==> src/rtl/pdfr_pkg.sv <==
package pdfr_pkg;

  localparam int unsigned LEVEL_W   = 8;
  localparam int unsigned FADE_W    = 16;
  localparam int unsigned STEPS_W   = 12;   // 65535 / 20 fits in 12 bits
  localparam int unsigned CFG_IDX_W = 2;
  localparam int unsigned CFG_DATA_W = 16;

  localparam logic [LEVEL_W-1:0] FULL_LEVEL = 8'd255;

  // fade / 20 as (fade * 52429) >> 20, exact over 16-bit fade values
  localparam int unsigned RECIP_W     = 17;
  localparam int unsigned RECIP_SHIFT = 20;
  localparam int unsigned PROD_W      = FADE_W + RECIP_W;
  localparam logic [RECIP_W-1:0] RECIP_TICK = 17'd52429;

  // restoring divider, one quotient bit per cycle
  localparam int unsigned DIV_STEPS = LEVEL_W;
  localparam int unsigned DIV_CNT_W = $clog2(DIV_STEPS);

  localparam logic [LEVEL_W-1:0] AWAY_LEVEL_RST = 8'd70;
  localparam logic [FADE_W-1:0]  FADE_RST       = 16'd3000;

  typedef enum logic [1:0] {
    CMD_TICK   = 2'd0,
    CMD_SCAN   = 2'd1,
    CMD_TOGGLE = 2'd2,
    CMD_SET    = 2'd3
  } cmd_t;

  typedef enum logic [CFG_IDX_W-1:0] {
    REG_AWAY_LEVEL  = 2'd0,
    REG_FADE_IN     = 2'd1,
    REG_FADE_OUT    = 2'd2,
    REG_SMOOTH_EN   = 2'd3
  } cfg_idx_t;

  typedef enum logic [2:0] {
    ST_IDLE,
    ST_RECIP,
    ST_DSTART,
    ST_DWAIT,
    ST_EMIT
  } state_t;

  typedef struct packed {
    logic               start;
    logic [LEVEL_W-1:0] dividend;
    logic [STEPS_W-1:0] divisor;
  } div_req_t;

endpackage

==> src/rtl/pdfr_if.sv <==
interface pdfr_in_if import pdfr_pkg::*; ();
  logic               valid;
  logic               ready;
  logic [1:0]         cmd;
  logic               beacon_found;
  logic [LEVEL_W-1:0] target_value;

  modport source (output valid, cmd, beacon_found, target_value, input ready);
  modport sink   (input valid, cmd, beacon_found, target_value, output ready);
  modport mon    (input valid, ready, cmd, beacon_found, target_value);
endinterface

interface pdfr_out_if import pdfr_pkg::*; ();
  logic               valid;
  logic               ready;
  logic [LEVEL_W-1:0] level;
  logic [LEVEL_W-1:0] goal;
  logic               away;
  logic               level_changed;

  modport source (output valid, level, goal, away, level_changed, input ready);
  modport sink   (input valid, level, goal, away, level_changed, output ready);
  modport mon    (input valid, ready, level, goal, away, level_changed);
endinterface

interface pdfr_cfg_if import pdfr_pkg::*; ();
  logic                  valid;
  logic                  ready;
  logic [CFG_IDX_W-1:0]  idx;
  logic [CFG_DATA_W-1:0] data;

  modport source (output valid, idx, data, input ready);
  modport sink   (input valid, idx, data, output ready);
  modport mon    (input valid, ready, idx, data);
endinterface

==> src/rtl/pdfr_div.sv <==
module pdfr_div import pdfr_pkg::*; (
  input  logic               clk,
  input  logic               rst_n,
  input  div_req_t           req,
  output logic               done,
  output logic [LEVEL_W-1:0] quot
);

  logic                 busy_r, busy_nxt;
  logic                 done_r, done_nxt;
  logic [DIV_CNT_W-1:0] cnt_r, cnt_nxt;
  logic [STEPS_W-1:0]   rem_r, rem_nxt;
  logic [LEVEL_W-1:0]   dq_r, dq_nxt;
  logic [STEPS_W-1:0]   dvs_r, dvs_nxt;
  logic [STEPS_W:0]     shifted;
  logic [STEPS_W:0]     trial;
  logic                 fits;

  assign shifted = {rem_r, dq_r[LEVEL_W-1]};
  assign trial   = shifted - {1'b0, dvs_r};
  assign fits    = shifted >= {1'b0, dvs_r};

  always_comb begin
    busy_nxt = busy_r;
    done_nxt = 1'b0;
    cnt_nxt  = cnt_r;
    rem_nxt  = rem_r;
    dq_nxt   = dq_r;
    dvs_nxt  = dvs_r;
    if (req.start) begin
      busy_nxt = 1'b1;
      cnt_nxt  = '0;
      rem_nxt  = '0;
      dq_nxt   = req.dividend;
      dvs_nxt  = req.divisor;
    end else if (busy_r) begin
      // remainder stays below the divisor, so it fits the narrower width
      rem_nxt = fits ? trial[STEPS_W-1:0] : shifted[STEPS_W-1:0];
      dq_nxt  = {dq_r[LEVEL_W-2:0], fits};
      cnt_nxt = cnt_r + 1'b1;
      if (cnt_r == DIV_CNT_W'(DIV_STEPS - 1)) begin
        busy_nxt = 1'b0;
        done_nxt = 1'b1;
      end
    end
  end

  always_ff @(posedge clk) begin
    if (!rst_n) begin
      busy_r <= 1'b0;
      done_r <= 1'b0;
      cnt_r  <= '0;
    end else begin
      busy_r <= busy_nxt;
      done_r <= done_nxt;
      cnt_r  <= cnt_nxt;
    end
  end

  always_ff @(posedge clk) begin
    rem_r <= rem_nxt;
    dq_r  <= dq_nxt;
    dvs_r <= dvs_nxt;
  end

  assign done = done_r;
  assign quot = dq_r;

endmodule

==> src/rtl/presence_dimmer_fade_ramp_top.sv <==
// presence dimmer with timed fade ramp
// flow: presence, set-target and idle ticks go from acceptance straight to the result register;
//   a tick that steps the level first runs a reciprocal multiply, then a
//   serial divide of the difference by the step count
// throughput: one item at a time; next item taken once the result is registered
// reset (rst_n low, synchronous): level 0, target 0, away set, registers to defaults
module presence_dimmer_fade_ramp_top import pdfr_pkg::*; (
  input  logic        clk,
  input  logic        rst_n,
  pdfr_in_if.sink     in_ch,
  pdfr_out_if.source  out_ch,
  pdfr_cfg_if.sink    cfg_ch
);

  state_t state_r, state_nxt;

  logic [LEVEL_W-1:0] away_level_r;
  logic [FADE_W-1:0]  fade_in_r, fade_out_r;
  logic               smooth_r;

  logic [LEVEL_W-1:0] cur_r, cur_nxt;
  logic [LEVEL_W-1:0] target_r, target_nxt;
  logic               away_r, away_nxt;
  logic               changed_r, changed_nxt;

  logic               rising_r, rising_nxt;
  logic [LEVEL_W-1:0] mag_r, mag_nxt;
  logic [FADE_W-1:0]  fade_r, fade_nxt;
  logic [STEPS_W-1:0] steps_r, steps_nxt;

  logic               out_valid_r, out_valid_nxt;
  logic [LEVEL_W-1:0] out_level_r, out_level_nxt;
  logic [LEVEL_W-1:0] out_goal_r, out_goal_nxt;
  logic               out_away_r, out_away_nxt;
  logic               out_changed_r, out_changed_nxt;

  logic               in_fire;
  logic               rising;
  logic [LEVEL_W-1:0] mag;
  logic [PROD_W-1:0]  prod;
  logic [STEPS_W-1:0] steps_raw;
  logic [LEVEL_W-1:0] step;

  div_req_t           div_req;
  logic               div_done;
  logic [LEVEL_W-1:0] div_quot;

  pdfr_div u_div (
    .clk   (clk),
    .rst_n (rst_n),
    .req   (div_req),
    .done  (div_done),
    .quot  (div_quot)
  );

  assign cfg_ch.ready = 1'b1;
  assign in_ch.ready  = (state_r == ST_IDLE);
  assign in_fire      = in_ch.valid && in_ch.ready;

  assign rising    = target_r > cur_r;
  assign mag       = rising ? (target_r - cur_r) : (cur_r - target_r);
  assign prod      = PROD_W'(fade_r) * PROD_W'(RECIP_TICK);
  assign steps_raw = prod[RECIP_SHIFT +: STEPS_W];
  assign step      = (div_quot == '0) ? LEVEL_W'(1) : div_quot;

  always_ff @(posedge clk) begin
    if (!rst_n) begin
      away_level_r <= AWAY_LEVEL_RST;
      fade_in_r    <= FADE_RST;
      fade_out_r   <= FADE_RST;
      smooth_r     <= 1'b1;
    end else if (cfg_ch.valid && cfg_ch.ready) begin
      case (cfg_idx_t'(cfg_ch.idx))
        REG_AWAY_LEVEL: away_level_r <= cfg_ch.data[LEVEL_W-1:0];
        REG_FADE_IN:    fade_in_r    <= cfg_ch.data[FADE_W-1:0];
        REG_FADE_OUT:   fade_out_r   <= cfg_ch.data[FADE_W-1:0];
        REG_SMOOTH_EN:  smooth_r     <= cfg_ch.data[0];
        default: ;
      endcase
    end
  end

  always_comb begin
    state_nxt       = state_r;
    cur_nxt         = cur_r;
    target_nxt      = target_r;
    away_nxt        = away_r;
    changed_nxt     = changed_r;
    rising_nxt      = rising_r;
    mag_nxt         = mag_r;
    fade_nxt        = fade_r;
    steps_nxt       = steps_r;
    out_valid_nxt   = out_valid_r && !out_ch.ready;
    out_level_nxt   = out_level_r;
    out_goal_nxt    = out_goal_r;
    out_away_nxt    = out_away_r;
    out_changed_nxt = out_changed_r;
    div_req.start    = 1'b0;
    div_req.dividend = mag_r;
    div_req.divisor  = steps_r;

    case (state_r)
      ST_IDLE: begin
        if (in_fire) begin
          changed_nxt = 1'b0;
          state_nxt   = ST_EMIT;
          case (cmd_t'(in_ch.cmd))
            CMD_TICK: begin
              // differences of 0 or 1 are left alone
              if (smooth_r && (mag > LEVEL_W'(1))) begin
                rising_nxt = rising;
                mag_nxt    = mag;
                fade_nxt   = rising ? fade_in_r : fade_out_r;
                state_nxt  = ST_RECIP;
              end
            end
            CMD_SCAN: begin
              if (in_ch.beacon_found && away_r) begin
                away_nxt   = 1'b0;
                target_nxt = FULL_LEVEL;
              end else if (!in_ch.beacon_found && !away_r) begin
                away_nxt   = 1'b1;
                target_nxt = away_level_r;
              end
            end
            CMD_TOGGLE: begin
              away_nxt   = !away_r;
              target_nxt = away_r ? FULL_LEVEL : away_level_r;
            end
            CMD_SET: begin
              target_nxt = in_ch.target_value;
            end
            default: ;
          endcase
        end
      end
      ST_RECIP: begin
        // a fade shorter than one tick jumps in a single step
        steps_nxt = (steps_raw == '0) ? STEPS_W'(1) : steps_raw;
        state_nxt = ST_DSTART;
      end
      ST_DSTART: begin
        div_req.start = 1'b1;
        state_nxt     = ST_DWAIT;
      end
      ST_DWAIT: begin
        if (div_done) begin
          cur_nxt     = rising_r ? (cur_r + step) : (cur_r - step);
          changed_nxt = 1'b1;
          state_nxt   = ST_EMIT;
        end
      end
      ST_EMIT: begin
        if (!out_valid_r || out_ch.ready) begin
          out_valid_nxt   = 1'b1;
          out_level_nxt   = cur_r;
          out_goal_nxt    = target_r;
          out_away_nxt    = away_r;
          out_changed_nxt = changed_r;
          state_nxt       = ST_IDLE;
        end
      end
      default: state_nxt = ST_IDLE;
    endcase
  end

  always_ff @(posedge clk) begin
    if (!rst_n) begin
      state_r     <= ST_IDLE;
      cur_r       <= '0;
      target_r    <= '0;
      away_r      <= 1'b1;
      changed_r   <= 1'b0;
      rising_r    <= 1'b0;
      out_valid_r <= 1'b0;
    end else begin
      state_r     <= state_nxt;
      cur_r       <= cur_nxt;
      target_r    <= target_nxt;
      away_r      <= away_nxt;
      changed_r   <= changed_nxt;
      rising_r    <= rising_nxt;
      out_valid_r <= out_valid_nxt;
    end
  end

  always_ff @(posedge clk) begin
    mag_r         <= mag_nxt;
    fade_r        <= fade_nxt;
    steps_r       <= steps_nxt;
    out_level_r   <= out_level_nxt;
    out_goal_r    <= out_goal_nxt;
    out_away_r    <= out_away_nxt;
    out_changed_r <= out_changed_nxt;
  end

  assign out_ch.valid         = out_valid_r;
  assign out_ch.level         = out_level_r;
  assign out_ch.goal          = out_goal_r;
  assign out_ch.away          = out_away_r;
  assign out_ch.level_changed = out_changed_r;

endmodule

==> src/flat_wrapper.sv <==
// flat-port wrapper written by rule: the top's interface ports become plain ports
module presence_dimmer_fade_ramp_top_flat import pdfr_pkg::*;
  (clk, rst_n, in_ch_valid, in_ch_cmd, in_ch_beacon_found, in_ch_target_value, in_ch_ready, out_ch_valid, out_ch_level, out_ch_goal, out_ch_away, out_ch_level_changed, out_ch_ready, cfg_ch_valid, cfg_ch_idx, cfg_ch_data, cfg_ch_ready);
  pdfr_in_if in_ch_i ();
  pdfr_out_if out_ch_i ();
  pdfr_cfg_if cfg_ch_i ();
  input  logic clk;
  input  logic rst_n;
  input wire logic [$bits(in_ch_i.valid)-1:0] in_ch_valid;
  input wire logic [$bits(in_ch_i.cmd)-1:0] in_ch_cmd;
  input wire logic [$bits(in_ch_i.beacon_found)-1:0] in_ch_beacon_found;
  input wire logic [$bits(in_ch_i.target_value)-1:0] in_ch_target_value;
  output wire logic [$bits(in_ch_i.ready)-1:0] in_ch_ready;
  output wire logic [$bits(out_ch_i.valid)-1:0] out_ch_valid;
  output wire logic [$bits(out_ch_i.level)-1:0] out_ch_level;
  output wire logic [$bits(out_ch_i.goal)-1:0] out_ch_goal;
  output wire logic [$bits(out_ch_i.away)-1:0] out_ch_away;
  output wire logic [$bits(out_ch_i.level_changed)-1:0] out_ch_level_changed;
  input wire logic [$bits(out_ch_i.ready)-1:0] out_ch_ready;
  input wire logic [$bits(cfg_ch_i.valid)-1:0] cfg_ch_valid;
  input wire logic [$bits(cfg_ch_i.idx)-1:0] cfg_ch_idx;
  input wire logic [$bits(cfg_ch_i.data)-1:0] cfg_ch_data;
  output wire logic [$bits(cfg_ch_i.ready)-1:0] cfg_ch_ready;
  assign in_ch_i.valid = in_ch_valid;
  assign in_ch_i.cmd = in_ch_cmd;
  assign in_ch_i.beacon_found = in_ch_beacon_found;
  assign in_ch_i.target_value = in_ch_target_value;
  assign in_ch_ready = in_ch_i.ready;
  assign out_ch_valid = out_ch_i.valid;
  assign out_ch_level = out_ch_i.level;
  assign out_ch_goal = out_ch_i.goal;
  assign out_ch_away = out_ch_i.away;
  assign out_ch_level_changed = out_ch_i.level_changed;
  assign out_ch_i.ready = out_ch_ready;
  assign cfg_ch_i.valid = cfg_ch_valid;
  assign cfg_ch_i.idx = cfg_ch_idx;
  assign cfg_ch_i.data = cfg_ch_data;
  assign cfg_ch_ready = cfg_ch_i.ready;
  presence_dimmer_fade_ramp_top u_core (.clk(clk), .rst_n(rst_n), .in_ch(in_ch_i), .out_ch(out_ch_i), .cfg_ch(cfg_ch_i));
endmodule
==> config.mk <==
export PLATFORM = sky130hd
export DESIGN_NAME = presence_dimmer_fade_ramp_top_flat
export DESIGN_NICKNAME = d
export VERILOG_FILES = /design/src/rtl/pdfr_pkg.sv /design/src/rtl/pdfr_if.sv /design/src/rtl/pdfr_div.sv /design/src/rtl/presence_dimmer_fade_ramp_top.sv /design/src/flat_wrapper.sv
export SDC_FILE = /design/constraint.sdc
export NUM_CORES = 1
export LEC_CHECK = 0
export ABC_AREA = 1
export BUFFER_PORTS_ARGS = -buffer_cell sky130_fd_sc_hd__buf_2
export CORE_ASPECT_RATIO = 1.2
export CORE_MARGIN = 8
export CORE_UTILIZATION = 37
export CTS_CLUSTER_DIAMETER = 150
export DETAILED_ROUTE_END_ITERATION = 10
export MAX_ROUTING_LAYER = met4
export PLACE_DENSITY_LB_ADDON = 0.2
export SLEW_MARGIN = 20
export SYNTH_ARGS = -nofsm -noshare
export SYNTH_HDL_FRONTEND = slang
export SYNTH_HIERARCHICAL = 1
export SYNTH_SLANG_ARGS = --single-unit
==> constraint.sdc <==
create_clock -name clk -period 13.71 [get_ports clk]
set_input_delay 2.742 -clock clk [delete_from_list [all_inputs] [get_ports clk]]
set_output_delay 2.742 -clock clk [all_outputs]
set_load 0.01 [all_outputs]
==> results of run 1 <==
## sequential cells by signal (all words and copies together) (netlist names), 3 cells and up
signal / flops
u_core/fade_in_r: 16
u_core/fade_out_r: 16
u_core/fade_r: 16
u_core/steps_r: 12
u_core/u_div/dvs_r: 12
u_core/u_div/rem_r: 12
u_core/away_level_r: 8
u_core/cur_r: 8
u_core/mag_r: 8
u_core/out_ch.goal: 8
u_core/out_ch.level: 8
u_core/target_r: 8
u_core/u_div/quot: 8
u_core/state_r: 3
u_core/u_div/cnt_r: 3
## cells by family after synthesis
| family | share of synthesized area |
|---|---|
| flip-flops | 0.292 |
| adder cells (fa/ha/maj) | 0.289 |
| XOR/XNOR | 0.0186 |
| other | 0.000285 |
| AO/OA/AOI/OAI | 0.0767 |
| buffers and inverters | 0.112 |
| multiplexers | 0.000761 |
| AND/OR/NAND/NOR | 0.211 |
## final cells by class
cell class	count	area (um^2)	share of cell area
clock buffer	18	429	0.0295
clock inverter	14	193	0.0132
inverter	355	1330	0.0916
multi-input combinational	1107	7870	0.541
sequential	155	3840	0.264
tap	462	578	0.0397
timing repair buffer	58	303	0.0208
## power groups by stage
stage	Sequential [uW]	Clock [uW]	Combinational (uW)
finish	617	512	2250
global route	623	544	2610
CTS	618	524	2270
detailed placement	627	0	2260
global placement	628	0	2270
floorplan	619	0	1670
## per-stage QoR
step | cells | area [um^2]
floorplan | 1643 | 13200
global placement | 2137 | 13900
detailed placement | 2137 | 13900
CTS | 2169 | 14500
global route | 2169 | 14500
finish | 2169 | 14500
## synthesized netlist by cell type, types with 2 or more instances
master / number / area share
sky130_fd_sc_hd__a21boi_0: 3 / 0.0017
sky130_fd_sc_hd__a21o_1: 6 / 0.0034
sky130_fd_sc_hd__a21oi_1: 65 / 0.025
sky130_fd_sc_hd__a31oi_1: 5 / 0.0024
sky130_fd_sc_hd__a41oi_1: 8 / 0.0053
sky130_fd_sc_hd__buf_2: 5 / 0.0019
sky130_fd_sc_hd__buf_4: 2 / 0.0011
sky130_fd_sc_hd__buf_6: 3 / 0.0026
sky130_fd_sc_hd__clkbuf_1: 16 / 0.0046
sky130_fd_sc_hd__clkinv_1: 2 / 0.00057
sky130_fd_sc_hd__dfxtp_1: 81 / 0.12
sky130_fd_sc_hd__edfxtp_1: 74 / 0.17
sky130_fd_sc_hd__fa_1: 84 / 0.13
sky130_fd_sc_hd__ha_1: 169 / 0.16
sky130_fd_sc_hd__inv_1: 348 / 0.099
sky130_fd_sc_hd__inv_2: 5 / 0.0014
sky130_fd_sc_hd__nand2_1: 385 / 0.11
sky130_fd_sc_hd__nand2_2: 7 / 0.0033
sky130_fd_sc_hd__nand2_4: 4 / 0.0034
sky130_fd_sc_hd__nand3_1: 81 / 0.031
sky130_fd_sc_hd__nand3_2: 6 / 0.0046
sky130_fd_sc_hd__nand3b_1: 10 / 0.0057
sky130_fd_sc_hd__nand4_1: 24 / 0.011
sky130_fd_sc_hd__nor2_1: 96 / 0.027
sky130_fd_sc_hd__nor2_2: 4 / 0.0019
sky130_fd_sc_hd__nor3_1: 15 / 0.0057
sky130_fd_sc_hd__nor3_2: 2 / 0.0015
sky130_fd_sc_hd__nor4_1: 2 / 0.00095
sky130_fd_sc_hd__o211ai_1: 2 / 0.0011
sky130_fd_sc_hd__o21ai_0: 81 / 0.031
sky130_fd_sc_hd__o21bai_1: 6 / 0.0034
sky130_fd_sc_hd__or2_2: 2 / 0.00095
sky130_fd_sc_hd__xnor2_1: 13 / 0.0087
sky130_fd_sc_hd__xor2_1: 15 / 0.010
## layer usage
metal | share of wire | track usage | up-vias
li1 | - | - | 5317
met1 | 0.45 | 0.198 | 4756
met2 | 0.50 | 0.290 | 151
met3 | 0.025 | 0.0237 | 34
met4 | 0.019 | 0.0519 | 0
met5 | 0 | - | -
## path summary, 6_finish.rpt
check / slack (ns) / to
worst max register to register: 8.10 / u_core/steps_r[0]
worst max-delay path: 8.10 / u_core/steps_r[0]
worst min register to register: 0.42 / u_core/u_div/dvs_r[5]
worst min-delay path: 0.42 / u_core/u_div/dvs_r[5]
==> results.json, run 1 <==
{
  "result_of_the_run": "finished clean",
  "die_extent_in_x_um": 188,
  "synthesis.yosys.warnings": 6,
  "switching_share_of_total_power": 0.504,
  "final_cell_mix": "sky130_fd_sc_hd__nand2_1, sky130_fd_sc_hd__inv_1, sky130_fd_sc_hd__ha_1",
  "synthesis.area_per_instance_um2": 8.00,
  "routed_wirelength_mm": 33.0,
  "power_leakage_uw": 0.00745,
  "postRouteAntennaNets": 0,
  "finalSetupViolations": 0,
  "crit_path_max_incr_delay_ns": 0.55,
  "cts_repair_resize_count": 0,
  "max_freq_mhz": 178,
  "synth-edff-count": 74,
  "cts-hold-fix-buffers": 0,
  "worst_hold_path_type": "flop to flop",
  "drc_errors": 0,
  "cts_tree": "yes",
  "clock_sinks": 155,
  "intPower_uw": 1670,
  "dr_total_vias": 10300,
  "global_route.overflow_total": 0,
  "grt_first_pass_wirelength_mm": 54.6,
  "crit_path_start": "u_core/fade_r[7]",
  "root_buffer_selected_by_cts": "sky130_fd_sc_hd__clkbuf_16",
  "cp.required_ns": 14.03,
  "max-vdd-ir-drop_v": 0.000136,
  "share_comb_of_total_power": 0.665,
  "count_of_boundary_i_o_pins": 55,
  "wirelength_per_cell_um": 15.2,
  "crit_path_start_kind": "flop",
  "grt_max_degree": 58,
  "synthArstFlopShare": 0,
  "die-height_um": 223,
  "cp_num_buf_inv": 4,
  "layout_commonest_cell": "sky130_fd_sc_hd__nand2_1",
  "pre_cts_setup_slack_ns": 8.09,
  "highest_net_fanout_along_the_worst_path": 5,
  "fp.coreArea_um2": 35000,
  "fin_crit_ns": 5.61,
  "clk_pin_slew_ns": 0.07,
  "final_util": 0.416,
  "area_delta_synth_final_pct": 10.6,
  "timing_worst_slew_pin_value_ns": 1.02,
  "holdPathStages": 0,
  "crit_arrival_ns": 5.93,
  "cellPowerDensity_nw_per_um2": 232,
  "row_count": 75,
  "routabilityCongestion": 0.933,
  "worst_path_dominant_cell_family": "adder cells",
  "postSynthRegisterBits": 155,
  "netlist_area_um2": 13200,
  "grt_antenna_before_repair": 0,
  "clk_latency_ns": 0.45,
  "final.hold.worst_slack_ns": 0.420,
  "postSynthCellCount": 1643,
  "portBuffers": 53,
  "synth_sequential_area_ratio": 0.292,
  "final_nets": 1981,
  "timing.critical_path.slowest_stage_cell": "sky130_fd_sc_hd__fa_1",
  "critical-path-top-cell-by-count": "sky130_fd_sc_hd__nand2_1",
  "routed_via_density": 4.73,
  "grt_setup_unrepaired": "false",
  "path_cells": "ha_1 -> inv_1 -> fa_1 -> inv_1 -> fa_1 -> fa_1 -> fa_1 -> inv_1 -> fa_1 -> inv_1 -> ha_1 -> nand2_1 -> o21ai_0 -> a21oi_1 -> nor2_1 -> nor2_1 -> nand2_1 -> nand2_1 -> nand2_1 -> nand2_1 -> nor2_1 -> nand3_1 -> nand2_1",
  "synthesis.nets": 1930,
  "dp_hpwl_mm": 27.2,
  "endpoint_kind": "flop",
  "worst_slack_ns": 8.10,
  "worstSetupPathDepth": 23,
  "hold_viol_final": 0,
  "final_max_slew_viol_count": 0,
  "path_class": "flop to flop",
  "via_count_of_the_first_global_routing_pass": 10600,
  "antenna_cells": 0,
  "h-tree-depth": 4,
  "timing.hold.worst.start": "u_core/steps_r[5]",
  "cts_post_setup_buffers_inserted": 0,
  "total_power_uw": 3380,
  "p_switching_uw": 1700,
  "number_of_cell_instances_on_the_worst_register_to_register_path": 23,
  "drive_above_1_share": 0.0744,
  "postSynth.topFlopCell": "sky130_fd_sc_hd__dfxtp_1",
  "first_iteration_detailed_routing_drc_count": 561,
  "drt-pass1-iter-count": 4,
  "worst_slew_slack_as_a_fraction_of_its_limit": 0.316,
  "grtUsageTotal": 0.167,
  "power.share.clock": 0.152,
  "drv_cap": 0,
  "starting_density": 0.376,
  "layout.filler_cells": 3641,
  "worstReg2RegStart": "u_core/fade_r[7]",
  "clock_buffers_created_by_tritoncts": 17,
  "synthDistinctLibCells": 46,
  "min_period_over_period": 0.410,
  "fin_worst_skew_ns": 0.0122,
  "clockBufferDepth": 2,
  "flop_pwr_share": 0.183,
  "setup_total_negative_slack_ns": 0,
  "design.die.area_um2": 41900
}
(Power assumes the default switching activity.)
==> inputs of run 2 (changes only) <==
ABC_AREA = 0   (was 1)
clock period = 4.8 ns   (was 13.71 ns; I/O delays follow)
==> run 2 against run 1 <==
First-iteration DRC count shrank 27%; largest cell class unchanged; global-route usage fell by 0.56 points; worst hold slack got worse by 0.0031 ns; core utilization grew 4.2 points; clock-buffer cell count down 1; maximum frequency shrank 4.9%; the run now ends with negative setup slack left; largest power group unchanged; flip-flop and latch count unchanged; die area decreased by 4.0%; cell area increased by 6.3%; final cell count down 11%; via count decreased by 8.8%; clock power rose to 2.6 times the previous value.
==> results.json, run 2 <==
{
  "result_of_the_run": "finished, violations left",
  "failed_checks": "negative setup slack",
  "synthDistinctLibCells": 79,
  "die_extent_in_x_um": 184,
  "endpoint_kind": "flop",
  "routed_wirelength_mm": 30.4,
  "post_placement_cell_count": 1894,
  "via_count_of_the_first_global_routing_pass": 9888,
  "finalSetupViolations": 12,
  "grt_max_degree": 69,
  "drv_cap": 0,
  "path_cells": "ha_4 -> inv_2 -> fa_2 -> inv_2 -> fa_1 -> fa_1 -> fa_1 -> inv_1 -> fa_1 -> inv_2 -> ha_4 -> nand4_1 -> or4_1 -> a311o_1 -> and2_4 -> o211ai_1 -> a32oi_1 -> or2_4 -> o41ai_2",
  "synthArstFlopShare": 0,
  "power_leakage_uw": 0.00698,
  "clockBufferDepth": 2,
  "fin_crit_ns": 5.90,
  "fin_worst_skew_ns": 0.0127,
  "clock_buffers_created_by_tritoncts": 17,
  "highest_net_fanout_along_the_worst_path": 5,
  "antenna_cells": 0,
  "wirelength_per_cell_um": 15.7,
  "worst-r2r-setup-slack_ns": -1.10,
  "grt_antenna_before_repair": 0,
  "root_buffer_selected_by_cts": "sky130_fd_sc_hd__clkbuf_16",
  "hold_viol_final": 0,
  "largest_registers": "u_core/fade_in_r: 16 flops, u_core/fade_out_r: 16 flops, u_core/fade_r: 16 flops",
  "synth_top_cells_by_area": "sky130_fd_sc_hd__edfxtp_1, sky130_fd_sc_hd__ha_1, sky130_fd_sc_hd__fa_1",
  "layout_commonest_cell": "sky130_fd_sc_hd__inv_1",
  "timing_worst_slew_pin_value_ns": 0.945,
  "count_of_boundary_i_o_pins": 55,
  "clk_latency_ns": 0.43,
  "routabilityCongestion": 0.901,
  "cellPowerDensity_nw_per_um2": 662,
  "netlist_area_um2": 12600,
  "h-tree-depth": 4,
  "starting_density": 0.372,
  "synth_top_area_share": 0.177,
  "synthesis.nets": 1575,
  "synth.most_common_cell": "sky130_fd_sc_hd__inv_1",
  "postRouteAntennaNets": 0,
  "grt_first_pass_wirelength_mm": 50.4,
  "setup_total_negative_slack_ns": -6.65,
  "crit_path_max_incr_delay_ns": 0.53,
  "worst_slack_ns": -1.10,
  "final_max_slew_viol_count": 0,
  "max-vdd-ir-drop_v": 0.000484,
  "crit_path_start_kind": "flop",
  "finish.cell_count_without_fillers": 1936,
  "drt-pass1-iter-count": 5,
  "clock_sinks": 155,
  "critical-path-top-cell-by-count": "sky130_fd_sc_hd__fa_1",
  "synth_top_cells_by_count": "sky130_fd_sc_hd__inv_1, sky130_fd_sc_hd__ha_1, sky130_fd_sc_hd__nand2_1",
  "max_freq_mhz": 169,
  "synthesis.yosys.warnings": 6,
  "timing.critical_path.slowest_stage_cell": "sky130_fd_sc_hd__fa_2",
  "final_nets": 1754,
  "design.die.area_um2": 40200,
  "min_period_over_period": 1.23,
  "path_class": "flop to flop",
  "dr_total_vias": 9357,
  "cts-hold-fix-buffers": 0,
  "portBuffers": 53,
  "postSynthRegisterBits": 155,
  "crit_arrival_ns": 6.15,
  "layout.filler_cells": 3227,
  "synth_sequential_area_ratio": 0.306,
  "final_cell_mix": "sky130_fd_sc_hd__inv_1, sky130_fd_sc_hd__ha_1, sky130_fd_sc_hd__nand2_1, sky130_fd_sc_hd__buf_4, sky130_fd_sc_hd__fa_1",
  "worst_slew_slack_as_a_fraction_of_its_limit": 0.367,
  "grt_setup_unrepaired": "true",
  "worst_hold_path_type": "flop to flop",
  "first_iteration_detailed_routing_drc_count": 410,
  "clk_pin_slew_ns": 0.07,
  "drive_above_1_share": 0.237,
  "area_delta_synth_final_pct": 22.9,
  "fp.coreArea_um2": 33800,
  "dp_hpwl_mm": 25.0,
  "yosysTopAreaCell": "sky130_fd_sc_hd__edfxtp_1",
  "final_util": 0.458,
  "synth-edff-count": 74,
  "postSynthCellCount": 1288,
  "row_count": 74,
  "multi_input_area_um2": 8290,
  "postSynth.topFlopCell": "sky130_fd_sc_hd__dfxtp_1",
  "synthesis.area_per_instance_um2": 9.77,
  "die-height_um": 218,
  "cp.required_ns": 5.04,
  "final-seq-area_um2": 3840,
  "drc_errors": 0,
  "routed_via_density": 4.83,
  "grtUsageTotal": 0.162,
  "cts_tree": "yes",
  "global_route.overflow_total": 0
}
==> run 2: changes by cell type in the layout (fill, tap and decap cells not counted), moves of 29 or more <==
cell and change:
sky130_fd_sc_hd__a21oi_1 -29, sky130_fd_sc_hd__nand3_1 -45, sky130_fd_sc_hd__inv_1 -144, sky130_fd_sc_hd__nand2_1 -247
sky130_fd_sc_hd__buf_4 +133, sky130_fd_sc_hd__nor2_1 -46, sky130_fd_sc_hd__a21boi_0 +30, sky130_fd_sc_hd__o21ai_0 -55
==> run 2: area by class of cell <==
class / instances / share of cell area
multi-input cells: 885 / 0.536
repair buffers: 196 / 0.0878
flip-flops and latches: 155 / 0.249
inverters: 212 / 0.0518
well taps: 456 / 0.0369
clock buffers: 17 / 0.0275
clock inverters: 15 / 0.0113
==> run 2: timing repair <==
| action | in CTS | in global routing |
|---|---|---|
| pin swaps | 29 | 4 |
| gates resized for setup | 42 | 7 |
| setup endpoints to repair | 12 | 12 |
| setup buffers | 9 | 2 |
==> run 2: cells by family after synthesis <==
family                     after synthesis  share of synthesized area
and+or+nand+nor                        327                      0.124
adders and majority gates              253                      0.302
buffers and inverters                  248                     0.0771
AOI/OAI and AO/OA                      223                      0.128
DFF                                    155                      0.306
muxes                                   44                     0.0375
xor gates and xnor gates                37                     0.0258
other                                    1                   0.000298
==> run 2: worst max-delay path: cells and delay by family, from the launching register on <==
kind                       cells  cell delay (ns)
buffers and inverters          4             0.18
DFF                            1             0.49
AOI/OAI and AO/OA              4             1.01
and+or+nand+nor                4             0.96
adders and majority gates      7             3.08
==> run 2: layer usage <==
| layer | wire length [um] | part of all wire | track usage |
|---|---|---|---|
| met1 | 13500 | 0.44 | 0.189 |
| met2 | 15800 | 0.52 | 0.285 |
| met3 | 545 | 0.018 | 0.0212 |
| met4 | 654 | 0.022 | 0.0495 |
| met5 | 0 | 0 | - |
==> run 2: stage by stage <==
| step | power [uW] | hold WS (ns) | area, um^2 | setup WS [ns] |
|---|---|---|---|---|
| CTS | 10200 | 0.419 | 15400 | -1.09 |
| global route | 11100 | 0.426 | 15500 | -1.26 |
| finish | 10200 | 0.417 | 15500 | -1.10 |
| floorplan | 5880 | 0.400 | 12900 | -0.792 |
| detailed placement | 8180 | 0.405 | 14500 | -1.14 |
| global placement | 8120 | 0.401 | 14500 | -1.02 |
==> run 2: final timing paths <==
check | from | to | depth (start not counted)
worst max-delay path | u_core/fade_r[4] | u_core/steps_r[0] | 19
worst min-delay path | u_core/steps_r[10] | u_core/u_div/dvs_r[10] | 0
worst max register to register | u_core/fade_r[4] | u_core/steps_r[0] | 19
worst min register to register | u_core/steps_r[10] | u_core/u_div/dvs_r[10] | 0
==> run 2: power by group <==
| part | leakage [uW] | total [uW] | internal (uW) | switching [uW] |
|---|---|---|---|---|
| clock | 0.000295 | 1350 | 744 | 608 |
| sequential | 0.00133 | 1710 | 1620 | 88.8 |
| combinational | 0.00536 | 7170 | 3630 | 3540 |
